**src/rtl/assert_macros.svh**
```systemverilog
// Assertion macros shared by the RTL. With SYNTH defined they expand to nothing.
`ifndef ASSERT_MACROS_SVH
`define ASSERT_MACROS_SVH

`ifndef SYNTH
// Same-cycle implication, checked at every rising edge outside reset.
`define ASSERT_IMPLY(label, clk, rst, lhs, rhs) \
  label: assert property (@(posedge clk) disable iff (rst) (lhs) |-> (rhs)) \
    else $error("assertion failed: same-cycle implication");
// Next-cycle implication, checked at every rising edge outside reset.
`define ASSERT_NEXT(label, clk, rst, lhs, rhs) \
  label: assert property (@(posedge clk) disable iff (rst) (lhs) |=> (rhs)) \
    else $error("assertion failed: next-cycle implication");
`else
`define ASSERT_IMPLY(label, clk, rst, lhs, rhs)
`define ASSERT_NEXT(label, clk, rst, lhs, rhs)
`endif

`endif

```
**src/rtl/rlcpe_pkg.sv**
```systemverilog
`default_nettype none

package rlcpe_pkg;

  // Command codes on the input channel.
  localparam logic [1:0] MODE_WRITE = 2'd0;
  localparam logic [1:0] MODE_CLEAR = 2'd1;
  localparam logic [1:0] MODE_START = 2'd2;
  localparam logic [1:0] MODE_TICK  = 2'd3;

  // Operation codes carried through the queue.
  localparam logic [1:0] OP_WRITE = 2'd0;
  localparam logic [1:0] OP_CLEAR = 2'd1;
  localparam logic [1:0] OP_START = 2'd2;
  localparam logic [1:0] OP_TICK  = 2'd3;

  // Configuration register indexes.
  localparam int CFG_IDX_W = 2;
  localparam logic [CFG_IDX_W-1:0] REG_ONE_DUTY  = 2'd0;
  localparam logic [CFG_IDX_W-1:0] REG_ZERO_DUTY = 2'd1;
  localparam logic [CFG_IDX_W-1:0] REG_LATCH     = 2'd2;
  localparam logic [CFG_IDX_W-1:0] REG_END_DUTY  = 2'd3;

  // Register reset values.
  localparam logic [7:0] ONE_DUTY_RST  = 8'd64;
  localparam logic [7:0] ZERO_DUTY_RST = 8'd32;
  localparam logic [7:0] LATCH_RST     = 8'd40;
  localparam logic [7:0] END_DUTY_RST  = 8'd100;

  localparam int BITS_PER_LED = 24;

  typedef struct packed {
    logic [1:0] mode;
    logic [7:0] led_num;
    logic [7:0] red;
    logic [7:0] green;
    logic [7:0] blue;
  } cmd_t;

  typedef struct packed {
    logic [7:0] duty;
    logic       last;
  } result_t;

  typedef struct packed {
    logic [7:0] one_bit_duty;
    logic [7:0] zero_bit_duty;
    logic [7:0] latch_slots;
    logic [7:0] end_duty;
  } cfg_t;

  // One classified operation, color already corrected and in GRB order.
  typedef struct packed {
    logic [1:0]  code;
    logic [7:0]  led_num;
    logic [23:0] color;
  } op_t;

  typedef struct packed {
    logic full;
    logic empty;
  } qstat_t;

  localparam logic [7:0] GAMMA [256] = '{
    8'd0,8'd0,8'd0,8'd0,8'd0,8'd0,8'd0,8'd0,8'd0,8'd0,8'd0,8'd0,8'd0,8'd0,8'd0,8'd0,
    8'd0,8'd0,8'd0,8'd0,8'd0,8'd0,8'd0,8'd0,8'd0,8'd0,8'd0,8'd0,8'd1,8'd1,8'd1,8'd1,
    8'd1,8'd1,8'd1,8'd1,8'd1,8'd1,8'd1,8'd1,8'd1,8'd2,8'd2,8'd2,8'd2,8'd2,8'd2,8'd2,
    8'd2,8'd3,8'd3,8'd3,8'd3,8'd3,8'd3,8'd3,8'd4,8'd4,8'd4,8'd4,8'd4,8'd5,8'd5,8'd5,
    8'd5,8'd6,8'd6,8'd6,8'd6,8'd7,8'd7,8'd7,8'd7,8'd8,8'd8,8'd8,8'd9,8'd9,8'd9,8'd10,
    8'd10,8'd10,8'd11,8'd11,8'd11,8'd12,8'd12,8'd13,8'd13,8'd13,8'd14,8'd14,8'd15,8'd15,
    8'd16,8'd16,
    8'd17,8'd17,8'd18,8'd18,8'd19,8'd19,8'd20,8'd20,8'd21,8'd21,8'd22,8'd22,8'd23,8'd24,
    8'd24,8'd25,
    8'd25,8'd26,8'd27,8'd27,8'd28,8'd29,8'd29,8'd30,8'd31,8'd32,8'd32,8'd33,8'd34,8'd35,
    8'd35,8'd36,
    8'd37,8'd38,8'd39,8'd39,8'd40,8'd41,8'd42,8'd43,8'd44,8'd45,8'd46,8'd47,8'd48,8'd49,
    8'd50,8'd50,
    8'd51,8'd52,8'd54,8'd55,8'd56,8'd57,8'd58,8'd59,8'd60,8'd61,8'd62,8'd63,8'd64,8'd66,
    8'd67,8'd68,
    8'd69,8'd70,8'd72,8'd73,8'd74,8'd75,8'd77,8'd78,8'd79,8'd81,8'd82,8'd83,8'd85,8'd86,
    8'd87,8'd89,
    8'd90,8'd92,8'd93,8'd95,8'd96,8'd98,8'd99,8'd101,8'd102,8'd104,8'd105,8'd107,8'd109,
    8'd110,8'd112,8'd114,
    8'd115,8'd117,8'd119,8'd120,8'd122,8'd124,8'd126,8'd127,8'd129,8'd131,8'd133,8'd135,
    8'd137,8'd138,8'd140,8'd142,
    8'd144,8'd146,8'd148,8'd150,8'd152,8'd154,8'd156,8'd158,8'd160,8'd162,8'd164,8'd167,
    8'd169,8'd171,8'd173,8'd175,
    8'd177,8'd180,8'd182,8'd184,8'd186,8'd189,8'd191,8'd193,8'd196,8'd198,8'd200,8'd203,
    8'd205,8'd208,8'd210,8'd213,
    8'd215,8'd218,8'd220,8'd223,8'd225,8'd228,8'd231,8'd233,8'd236,8'd239,8'd241,8'd244,
    8'd247,8'd249,8'd252,8'd255
  };

  function automatic logic [7:0] gamma(input logic [7:0] x);
    return GAMMA[x];
  endfunction

endpackage

`default_nettype wire

```
**src/rtl/rlcpe_front.sv**
```systemverilog
`default_nettype none

module rlcpe_front #(
  parameter int LED_COUNT = 8
) (
  input  wire logic           start,
  input  wire rlcpe_pkg::cmd_t cmd,
  input  wire logic           full,
  output logic                busy,
  output logic                push,
  output rlcpe_pkg::op_t      op
);
  import rlcpe_pkg::*;

  logic accept;
  logic idx_ok;

  // The queue status is registered, so busy never depends on start.
  assign busy   = full;
  assign accept = start && !busy;
  assign idx_ok = {1'b0, cmd.led_num} < 9'(LED_COUNT);

  // Classify the command; an out-of-range color write is dropped here.
  always_comb begin
    op.led_num = cmd.led_num;
    op.color   = {gamma(cmd.green), gamma(cmd.red), gamma(cmd.blue)};
    op.code    = OP_TICK;
    push       = 1'b0;
    unique case (cmd.mode)
      MODE_WRITE: begin
        op.code = OP_WRITE;
        push    = accept && idx_ok;
      end
      MODE_CLEAR: begin
        op.code = OP_CLEAR;
        push    = accept;
      end
      MODE_START: begin
        op.code = OP_START;
        push    = accept;
      end
      MODE_TICK: begin
        op.code = OP_TICK;
        push    = accept;
      end
      default: begin
        op.code = OP_TICK;
        push    = 1'b0;
      end
    endcase
  end

endmodule

`default_nettype wire

```
**src/rtl/rlcpe_queue.sv**
```systemverilog
`default_nettype none

module rlcpe_queue (
  input  wire logic            clk,
  input  wire logic            rst,
  input  wire logic            push,
  input  wire rlcpe_pkg::op_t  push_op,
  input  wire logic            pop,
  output rlcpe_pkg::op_t       pop_op,
  output rlcpe_pkg::qstat_t    status
);
  import rlcpe_pkg::*;

  localparam int DEPTH = 4;
  localparam int AW    = $clog2(DEPTH);

  op_t          slots [DEPTH];
  logic [AW-1:0] wr_ptr;
  logic [AW-1:0] rd_ptr;
  logic [AW:0]   count;
  logic          do_push;
  logic          do_pop;

  assign status.full  = count == (AW+1)'(DEPTH);
  assign status.empty = count == '0;
  assign do_push      = push && !status.full;
  assign do_pop       = pop && !status.empty;
  assign pop_op       = slots[rd_ptr];

  // Storage for queued beats.
  always_ff @(posedge clk) begin
    if (do_push) begin
      slots[wr_ptr] <= push_op;
    end
  end

  // Pointers and fill count.
  always_ff @(posedge clk) begin
    if (rst) begin
      wr_ptr <= '0;
      rd_ptr <= '0;
      count  <= '0;
    end else begin
      if (do_push) begin
        wr_ptr <= wr_ptr + 1'b1;
      end
      if (do_pop) begin
        rd_ptr <= rd_ptr + 1'b1;
      end
      if (do_push && !do_pop) begin
        count <= count + 1'b1;
      end else if (do_pop && !do_push) begin
        count <= count - 1'b1;
      end
    end
  end

endmodule

`default_nettype wire

```
**src/rtl/rlcpe_back.sv**
```systemverilog
`default_nettype none

module rlcpe_back #(
  parameter int LED_COUNT = 8
) (
  input  wire logic              clk,
  input  wire logic              rst,
  input  wire rlcpe_pkg::cfg_t   cfg,
  input  wire rlcpe_pkg::qstat_t qstat,
  input  wire rlcpe_pkg::op_t    op,
  output logic                   pop,
  output logic                   strobe,
  output rlcpe_pkg::result_t     result
);
  import rlcpe_pkg::*;

  localparam int COLOR_SLOTS = LED_COUNT * BITS_PER_LED;
  localparam int POS_W       = $clog2(255 + COLOR_SLOTS + 2);
  localparam int KW          = $clog2(COLOR_SLOTS);
  localparam int XW          = KW - 3;
  localparam int PW          = XW + 10;
  localparam int QW          = PW - 11;
  localparam int LED_AW      = (LED_COUNT > 1) ? $clog2(LED_COUNT) : 1;
  localparam logic [PW-1:0] RECIP3 = PW'(683);

  localparam logic [1:0] KIND_LATCH = 2'd0;
  localparam logic [1:0] KIND_COLOR = 2'd1;
  localparam logic [1:0] KIND_END   = 2'd2;

  // Frame state.
  logic [POS_W-1:0] pos;
  logic [POS_W-1:0] pos_next;
  logic             active;
  logic             active_next;

  // Stage A: executed operation.
  logic              a_tick;
  logic              a_wr;
  logic              a_clr;
  logic [1:0]        a_kind;
  logic [KW-1:0]     a_k;
  logic [LED_AW-1:0] a_idx;
  logic [23:0]       a_color;

  logic             op_valid;
  logic [POS_W-1:0] latch_ext;
  logic [POS_W-1:0] k_full;
  logic             tick_next;
  logic [1:0]       kind_next;

  // Stage B: store read.
  logic [23:0]       mem [LED_COUNT];
  logic [LED_COUNT-1:0] led_valid;
  logic              b_tick;
  logic [1:0]        b_kind;
  logic [4:0]        b_bit;
  logic [23:0]       b_word;
  logic              b_wvalid;

  logic [XW-1:0]     x;
  logic [PW-1:0]     prod;
  logic [QW-1:0]     q;
  logic [1:0]        rem3;
  logic [4:0]        rem;
  logic [LED_AW-1:0] rd_addr;
  logic              color_bit;

  // The back end never stalls, so it drains one beat per cycle.
  assign pop      = !qstat.empty;
  assign op_valid = !qstat.empty;

  assign latch_ext = POS_W'(cfg.latch_slots);
  assign k_full    = pos - latch_ext;

  // Slot classification against the live register values.
  always_comb begin
    pos_next    = pos;
    active_next = active;
    tick_next   = 1'b0;
    kind_next   = KIND_LATCH;
    if (op_valid) begin
      unique case (op.code)
        OP_START: begin
          active_next = 1'b1;
          pos_next    = '0;
        end
        OP_TICK: begin
          if (active) begin
            tick_next = 1'b1;
            if (pos < latch_ext) begin
              kind_next = KIND_LATCH;
              pos_next  = pos + 1'b1;
            end else if (k_full < POS_W'(COLOR_SLOTS)) begin
              kind_next = KIND_COLOR;
              pos_next  = pos + 1'b1;
            end else begin
              kind_next   = KIND_END;
              pos_next    = '0;
              active_next = 1'b0;
            end
          end
        end
        default: begin
          pos_next = pos;
        end
      endcase
    end
  end

  always_ff @(posedge clk) begin
    if (rst) begin
      pos    <= '0;
      active <= 1'b0;
      a_tick <= 1'b0;
      a_wr   <= 1'b0;
      a_clr  <= 1'b0;
    end else begin
      pos    <= pos_next;
      active <= active_next;
      a_tick <= tick_next;
      a_wr   <= op_valid && (op.code == OP_WRITE);
      a_clr  <= op_valid && (op.code == OP_CLEAR);
    end
  end

  always_ff @(posedge clk) begin
    a_kind  <= kind_next;
    a_k     <= KW'(k_full);
    a_idx   <= LED_AW'(op.led_num);
    a_color <= op.color;
  end

  // LED number and bit position: k / 24 is (k >> 3) / 3 by reciprocal.
  assign x       = a_k[KW-1:3];
  assign prod    = PW'(x) * RECIP3;
  assign q       = prod[PW-1:11];
  assign rem3    = 2'(x - XW'(q) - XW'({q, 1'b0}));
  assign rem     = {rem3, a_k[2:0]};
  assign rd_addr = LED_AW'(q);

  // Color store; a write lands in the same stage as a read, so order holds.
  always_ff @(posedge clk) begin
    if (a_wr) begin
      mem[a_idx] <= a_color;
    end
    b_word <= mem[rd_addr];
  end

  // Per-LED valid bits stand for the clear.
  always_ff @(posedge clk) begin
    if (rst) begin
      led_valid <= '0;
    end else if (a_clr) begin
      led_valid <= '0;
    end else if (a_wr) begin
      led_valid[a_idx] <= 1'b1;
    end
  end

  always_ff @(posedge clk) begin
    if (rst) begin
      b_tick <= 1'b0;
    end else begin
      b_tick <= a_tick;
    end
  end

  always_ff @(posedge clk) begin
    b_kind   <= a_kind;
    b_bit    <= 5'(BITS_PER_LED - 1) - rem;
    b_wvalid <= led_valid[rd_addr];
  end

  assign color_bit = b_wvalid && b_word[b_bit];

  // Result register.
  always_ff @(posedge clk) begin
    if (rst) begin
      strobe      <= 1'b0;
      result.last <= 1'b0;
    end else begin
      strobe      <= b_tick;
      result.last <= b_tick && (b_kind == KIND_END);
    end
  end

  always_ff @(posedge clk) begin
    case (b_kind)
      KIND_COLOR: result.duty <= color_bit ? cfg.one_bit_duty : cfg.zero_bit_duty;
      KIND_END:   result.duty <= cfg.end_duty;
      default:    result.duty <= '0;
    endcase
  end

endmodule

`default_nettype wire

```
**src/rtl/rgb_led_chain_pulse_encoder.sv**
```systemverilog
// Serial RGB LED chain pulse encoder.
//
// Commands arrive on cmd and are taken at a rising edge with start high and
// busy low: color write (gamma-corrected, stored in GRB order), clear all,
// start frame, and tick. Each tick inside a frame yields one beat on result,
// marked by strobe for one cycle: latch_slots zero-duty slots, then 24 bits
// per LED (LED 0 first, MSB first) as one or zero duty, then the end slot
// with last set. Ticks outside a frame give no beat.
// A tick passes through the command queue, stage A, stage B and the result
// register before its beat shows strobe. Throughput: one command per cycle;
// the slot sequencer drains the four-entry command queue every cycle, so
// busy stays low in practice and rises only if the queue is full.
// Registers are written through cfg_we/cfg_index/cfg_data with no wait; the
// user must write them only while the block is idle, which it does not enforce.
// Reset clears every LED to zero, ends any frame, empties the queue and
// returns the registers to 64, 32, 40 and 100. The receiver cannot stall.
`default_nettype none

module rgb_led_chain_pulse_encoder #(
  parameter int LED_COUNT = 8
) (
  input  wire logic                                clk,
  input  wire logic                                rst,
  input  wire logic                                start,
  output logic                                     busy,
  input  wire rlcpe_pkg::cmd_t                     cmd,
  output logic                                     strobe,
  output rlcpe_pkg::result_t                       result,
  input  wire logic                                cfg_we,
  input  wire logic [rlcpe_pkg::CFG_IDX_W-1:0]     cfg_index,
  input  wire logic [7:0]                          cfg_data
);
  import rlcpe_pkg::*;

  `include "assert_macros.svh"

  cfg_t   cfg;
  qstat_t qstat;
  op_t    push_op;
  op_t    pop_op;
  logic   push;
  logic   pop;

  // Configuration registers.
  always_ff @(posedge clk) begin
    if (rst) begin
      cfg.one_bit_duty  <= ONE_DUTY_RST;
      cfg.zero_bit_duty <= ZERO_DUTY_RST;
      cfg.latch_slots   <= LATCH_RST;
      cfg.end_duty      <= END_DUTY_RST;
    end else if (cfg_we) begin
      unique case (cfg_index)
        REG_ONE_DUTY:  cfg.one_bit_duty  <= cfg_data;
        REG_ZERO_DUTY: cfg.zero_bit_duty <= cfg_data;
        REG_LATCH:     cfg.latch_slots   <= cfg_data;
        REG_END_DUTY:  cfg.end_duty      <= cfg_data;
        default: begin
        end
      endcase
    end
  end

  rlcpe_front #(
    .LED_COUNT(LED_COUNT)
  ) u_front (
    .start(start),
    .cmd  (cmd),
    .full (qstat.full),
    .busy (busy),
    .push (push),
    .op   (push_op)
  );

  rlcpe_queue u_queue (
    .clk    (clk),
    .rst    (rst),
    .push   (push),
    .push_op(push_op),
    .pop    (pop),
    .pop_op (pop_op),
    .status (qstat)
  );

  rlcpe_back #(
    .LED_COUNT(LED_COUNT)
  ) u_back (
    .clk   (clk),
    .rst   (rst),
    .cfg   (cfg),
    .qstat (qstat),
    .op    (pop_op),
    .pop   (pop),
    .strobe(strobe),
    .result(result)
  );

  // The front end never pushes into a full queue.
  `ASSERT_IMPLY(a_no_push_full, clk, rst, push, !qstat.full)
  // A full queue cannot also read as empty.
  `ASSERT_IMPLY(a_full_not_empty, clk, rst, qstat.full, !qstat.empty)
  // The end-of-frame flag only rides on a strobed beat.
  `ASSERT_IMPLY(a_last_strobed, clk, rst, result.last, strobe)
  // An end slot closes the frame, so two end slots never come back to back.
  `ASSERT_NEXT(a_single_end, clk, rst, strobe && result.last, !(strobe && result.last))

endmodule

`default_nettype wire
```
**config.mk**
```make
export PLATFORM = sky130hd
export DESIGN_NAME = rgb_led_chain_pulse_encoder
export DESIGN_NICKNAME = d
export VERILOG_FILES = /design/src/rtl/rlcpe_pkg.sv /design/src/rtl/rlcpe_front.sv /design/src/rtl/rlcpe_queue.sv /design/src/rtl/rlcpe_back.sv /design/src/rtl/rgb_led_chain_pulse_encoder.sv
export VERILOG_INCLUDE_DIRS = /design/src /design/src/rtl
export SDC_FILE = /design/constraint.sdc
export NUM_CORES = 1
export LEC_CHECK = 0
export BUFFER_PORTS_ARGS = -buffer_cell sky130_fd_sc_hd__buf_4
export CAP_MARGIN = 40
export CORE_ASPECT_RATIO = 0.75
export CORE_UTILIZATION = 65
export CTS_BUF_LIST = sky130_fd_sc_hd__clkbuf_8
export DETAILED_ROUTE_END_ITERATION = 12
export PLACE_DENSITY = 0.95
export SLEW_MARGIN = 20
export SYNTH_ARGS = -nofsm -noshare
export SYNTH_HDL_FRONTEND = slang
export SYNTH_SLANG_ARGS = --single-unit
```
**constraint.sdc**
```tcl
create_clock -name clk -period 5.2 [get_ports clk]
set_input_delay 1.04 -clock clk [delete_from_list [all_inputs] [get_ports clk]]
set_output_delay 1.04 -clock clk [all_outputs]
set_load 0.05 [all_outputs]
```
## Yosys cells after proc, flatten, opt, wreduce, memory -nomap -nowiden

Memories as Yosys holds them, arrays and structs flattened. A register that Yosys moved wholly into a read port is not among the register bits.
Index checks and enable logic that the tools add are counted.

| word-level totals | value |
|---|---|
| memory bits (writable) | 328 |
| register bits after elaboration | 116 |
| output and inout bits | 11 |
| input bits | 48 |
| memories | 5 |
| bits in read-only memories | 6144 |

| cells by class | value |
|---|---|
| bitwise operators | 7 |
| reduce and logical (&&, ||, !) cells | 29 |
| $mul | 1 |
| multiplexer cells | 34 |
| $lt $le $gt $ge | 10 |
| add/sub/neg operators | 9 |
| equal/unequal tests | 13 |

Memories:

| memory | words | bits a word | rd ports | clocked after memory_dff | wr ports | line | RTL |
|---|---|---|---|---|---|---|---|
| (name not given) | 256 | 8 | 1 | 0 | 0 | rlcpe_pkg.sv:95 | `return GAMMA[x];` |
| (name not given) | 256 | 8 | 1 | 0 | 0 | rlcpe_pkg.sv:95 |  |
| (name not given) | 256 | 8 | 1 | 0 | 0 | rlcpe_pkg.sv:95 |  |
| u_back.mem | 8 | 24 | 1 | 1 | 1 | rlcpe_back.sv:52 | `logic [23:0] mem [LED_COUNT];` |
| u_queue.slots | 4 | 34 | 1 | 1 | 1 | rlcpe_queue.sv:17 | `op_t slots [DEPTH];` |

Operator list:

| cell | number |
|---|---|
| $mux 8 | 7 |
| $ge 9x9->1 const B | 3 |
| $mux 9 | 3 |
| $not 8->9 | 3 |
| $pmux 9 s2 | 1 |
| $pmux 8 s2 | 1 |
| $eq 2x2->1 const B | 7 |
| $mul 5x10->14 const B | 1 |
| $mux 1 | 11 |
| $logic_and 1x1->1 | 10 |
| $reduce_and 2->1 | 5 |
| $add 9x1->9 const B | 1 |
| $lt 9x8->1 | 1 |
| $lt 9x8->1 const B | 1 |
| $sub 9x8->9 | 1 |
| $eq 2x1->1 const B | 4 |
| $lt 3x4->1 const B | 2 |
| $lt 8x4->1 const B | 1 |
| $or 8x8->8 | 1 |
| $pmux 2 s4 | 1 |
| $logic_not 2->1 | 3 |
| $lt 5x6->1 const B | 1 |
| $mux 2 | 3 |
| $mux 3 | 2 |
| 20 further kinds | 29 |

## Longest topological paths before layout

| logic depth | value |
|---|---|
| depth in word-level cells | 10 |
| mapped depth | 15 |

## By module

From an unflattened synthesis, not the netlist that was laid out.

| unflattened totals | value |
|---|---|
| cell total of the unflattened synthesis | 2008 |
| area, all modules | 22928.2 µm² |

Modules (own cells, without submodules):

| module | sequential area each (µm²) | area an instance (µm²) | times used | cells an instance |
|---|---|---|---|---|
| rlcpe_back | 7787.5 | 11506.0 | 1 | 919 |
| rlcpe_queue | 4264.1 | 5411.4 | 1 | 226 |
| rlcpe_front | 0.0 | 4723.3 | 1 | 742 |
| rgb_led_chain_pulse_encoder | 640.6 | 1287.5 | 1 | 121 |

## Least setup slack after synthesis

OpenSTA, ideal clock, no wires.

| path | value |
|---|---|
| kind | reg2reg |
| start | register u_back.a_k[6] |
| end | register u_back.b_word[4], read port of u_back.mem |
| setup slack | 1557 ps |
| cell stages (with the launch flop) | 16 |
| arrival | 3528 ps |
| data required time | 5085 ps |
| setup time | 115 ps |
| cell sequence | dfxtp_1 -> ha_1 -> inv_1 -> fa_1 -> fa_1 -> inv_1 -> ha_1 -> and4bb_1 -> a221oi_4 -> o21ai_1 -> xor2_1 -> and2_1 -> buf_2 -> buf_2 -> a32oi_1 -> and3_1 |

| on the way | value |
|---|---|
| longest elaborated chain between the ends | 1 |

RTL lines:

| what | line | RTL |
|---|---|---|
| start, declared | rlcpe_back.sv:41 | `logic [KW-1:0] a_k;` |
| start signal, assigned | rlcpe_back.sv:128 | `a_k <= KW'(k_full);` |
| $mul 5x10->14 | rlcpe_back.sv:135 | `assign prod = PW'(x) * RECIP3;` |
| end, declared | rlcpe_back.sv:57 | `logic [23:0] b_word;` |

Every way passes these cells.
A chain may end at the register's enable or synchronous reset.

## Final worst setup path

| path | value |
|---|---|
| start | register u_back.a_k[6] |
| end | register u_back.b_word[1], read port of u_back.mem |

The elaborated chain is that of the path after synthesis.

==> out/results.ini <==
[sta]
worst_pin_slew_ps=928
fin_crit_sh_pct=80.7
report.final.slew_viol_count=0
setup_viol=0
fin_skew_ps=50.6
min_period_ps=4200
rsz0062_at_grt=false
hold_viol=0
slew_headroom_pct=37.9
postLayoutSetupSlackWorst_ps=1000
timing.setup.tns_ps=0
fmax_ghz=0.238

[clock_tree]
cts-resized-gates=0
clock-root-buffer=clkbuf_8
cts.sinks=450
cts_tree=done
clock_latency_ps=620
post_cts.repair.setup_buffers=0
clock_path_buffers=3
path_clk_slew_ps=60
cts_hold_buf=0
h-tree-depth=2
numCtsBuffers=61

[final_layout]
drive_above_1_share_pct=11.3
nNetsFinal=2107
final_core_util_pct=72.4
final_common_cell=nand2_1
antenna_cells=0
syn_to_final_growth_pct=8.82
most-common-layout-cells=nand2_1, edfxtp_1, dfxtp_1, a21oi_1

[setup_path]
cpPeakStageDelay_ps=510
timing_worst_setup_path_type=flip-flop to flip-flop
worstSetupEndpointType=flip-flop
reg2reg_from=u_back.a_k[6]$_DFF_P_
crit_required_ps=5690
crit_chain=ha_1 > inv_1 > fa_1 > fa_1 > inv_1 > ha_1 > and4bb_1 > a221oi_4 > o21bai_2 > xnor2_4 > buf_12 > mux2i_1 > a32oi_1 > and3_1
r2r_slack_ps=1000
arrival_ps=4690
cp-start-kind=flip-flop
critical-path-slowest-cell=xnor2_4
rr_endpoint=u_back.b_word[1]$_DFF_P_
r2r_cells=14
critical_path.max_fanout=48

[die]
fp.dieW_um=213
core-area_mm2=0.0326
start_util_pct=66.5
die_area_mm2=0.0341
top_level_ports=59
die_h_um=160
num_rows=57

[worst_hold_path]
hold_depth=0
min_from=u_back.a_kind[0]$_SDFF_PP0_
holdCritPathClass=flip-flop to flip-flop
worstHoldEndpoint=u_back.b_kind[0]$_DFF_P_

[drt]
drt-initial-drc-count=2225
post_drt_via_cell_ratio=6.67
vias=16400
wl_per_cell_um=21.9
ant_nets=0
first_pass_iters=7
routed_wirelength_mm=53.7
drc=0

[placement]
gp_congestion=0.928
hpwl_mm=31.9
numPortBuffers=58
dpl_worst_slack_ps=1110

[power_and_ir_drop]
peakVddDrop_uv=311
clockPowerShare_pct=24.0
p_int_w=0.00702
cellPowerDensity_mw_per_mm2=452
power_frac_seq_pct=46.1
cellLeakagePower_nw=8.72
combPwrFrac_pct=29.9
swShare_pct=34.2
p_switching_w=0.00365
p_total_w=0.0107

[global_routing]
grt_start_max_net_pins=57
grt_antenna_before_repair=0
grt_overflow=0
grt_usage_pct=31.2
grt_pass1_vias=15700
grt_pass1_wl_mm=83.6

[status]
status=finished, final reports clean

[yosys]
synth_edf_count=308
ys_seq_elements=450
synth_cell_type_count=82
synth_cells=1951
avgSynthCellArea_um2=11.1
async_flop_share_pct=0
syn_area_mm2=0.0217
yosysSeqAreaShare_pct=55.8
synth-main-ff-cell=edfxtp_1
synth_warnings=0
syn_nets=2091

[job]
maxCapViolations=0

-- power by group through the flow --
| stage | Sequential (W) | Clock (W) | Combinational (W) |
|---|---|---|---|
| CTS | 0.00489 | 0.00257 | 0.00313 |
| floorplan | 0.00477 | 0 | 0.00227 |
| global placement | 0.00489 | 0 | 0.00285 |
| finish | 0.00492 | 0.00256 | 0.00319 |
| global route | 0.00494 | 0.00273 | 0.00341 |
| detailed placement | 0.00495 | 0 | 0.00305 |
-- state kept, by name, indices dropped and copies added (netlist names), 8 cells and up, named ones only --
| register | count |
|---|---|
| u_back.a_color | 24 |
| u_back.b_word | 24 |
| u_back.a_k | 8 |
| u_back.mem | 192 |
| u_back.result | 9 |
| u_back.led_valid | 8 |
| u_queue.slots | 116 |
| cfg | 32 |
| u_back.pos | 9 |
-- metal layers --
metal | track usage (%) | up-vias | wire length [um]
met5 | 0 | - | 0
met4 | 10.5 | 0 | 1630
met3 | 4.68 | 165 | 5760
met2 | 50.9 | 1185 | 25700
met1 | 43.0 | 7793 | 20700
li1 | - | 7258 | -
-- cells by family (layout without fill, tap and decap cells) --
kind of cell	Yosys count	after routing	share of synthesized area (%)
and+or+nand+nor	650	650	13.6
DFF	450	450	55.8
AOI/OAI and AO/OA	442	442	13.4
buffers and inverters	187	253	3.40
muxes	105	105	7.29
adders and majority gates	92	92	5.52
xor gates and xnor gates	25	25	1.04
-- area by class of cell --
| cell class | count | area, um^2 |
|---|---|---|
| sequential | 450 | 12100 |
| fill | 1985 | 9010 |
| multi-input combinational | 1314 | 8900 |
| clock buffer | 71 | 977 |
| timing repair buffer | 81 | 633 |
| tap | 442 | 553 |
| inverter | 59 | 221 |
| clock inverter | 42 | 205 |
-- worst max-delay path, delay by kind of cell, from the launching register on --
kind / cells / cell delay, ps
simple gates: 2 / 420
flops: 1 / 360
xor+xnor: 1 / 510
compound gates: 3 / 720
buf+inv: 3 / 440
mux: 1 / 290
fa+ha+maj: 4 / 1290
-- synth_stat cells (5+ instances only) --
library cell / instances / area [um^2]
a211oi_1: 18 / 135
a21o_1: 7 / 52.6
a21oi_1: 113 / 566
a221oi_1: 6 / 52.6
a311oi_1: 8 / 70.1
a31oi_1: 23 / 144
a32oi_1: 26 / 228
and2_1: 17 / 106
and3_1: 34 / 213
buf_1: 19 / 71.3
buf_2: 14 / 70.1
clkbuf_1: 92 / 345
dfxtp_1: 142 / 2840
edfxtp_1: 308 / 9250
fa_1: 6 / 120
ha_1: 86 / 1080
inv_1: 54 / 203
mux2_2: 5 / 56.3
mux2i_1: 60 / 601
mux4_1: 6 / 158
mux4_2: 34 / 766
nand2_1: 310 / 1160
nand2b_1: 33 / 206
nand3_1: 78 / 390
nor2_1: 94 / 353
nor2b_1: 20 / 125
nor3_1: 33 / 165
nor4_1: 5 / 31.3
o211ai_1: 32 / 240
o21a_1: 13 / 97.6
o21ai_0: 87 / 435
o21ai_1: 25 / 125
o221ai_1: 7 / 61.3
o22ai_1: 9 / 56.3
o311ai_0: 8 / 70.1
o31ai_1: 5 / 37.5
or3_1: 6 / 37.5
xnor2_1: 17 / 149
xor2_1: 7 / 61.3
-- through the flow --
stage	hold WS, ps	cell area [um^2]	instances
floorplan	310	21700	1951
global placement	320	22400	2346
detailed placement	318	22400	2346
CTS	339	23600	2459
global route	342	23600	2459
finish	332	23600	2459
-- worst max path at each step --
stage                               start                  endpoint  cells after the start
detailed placement  u_back.a_k[6]$_DFF_P_  u_back.b_word[8]$_DFF_P_                     14
global route        u_back.a_k[6]$_DFF_P_  u_back.b_word[1]$_DFF_P_                     14
finish              u_back.a_k[6]$_DFF_P_  u_back.b_word[1]$_DFF_P_                     14
global placement    u_back.a_k[6]$_DFF_P_  u_back.b_word[4]$_DFF_P_                     14
floorplan           u_back.a_k[6]$_DFF_P_  u_back.b_word[4]$_DFF_P_                     15
CTS                 u_back.a_k[6]$_DFF_P_  u_back.b_word[1]$_DFF_P_                     14
No activity file was read; power rests on OpenSTA's default activity.
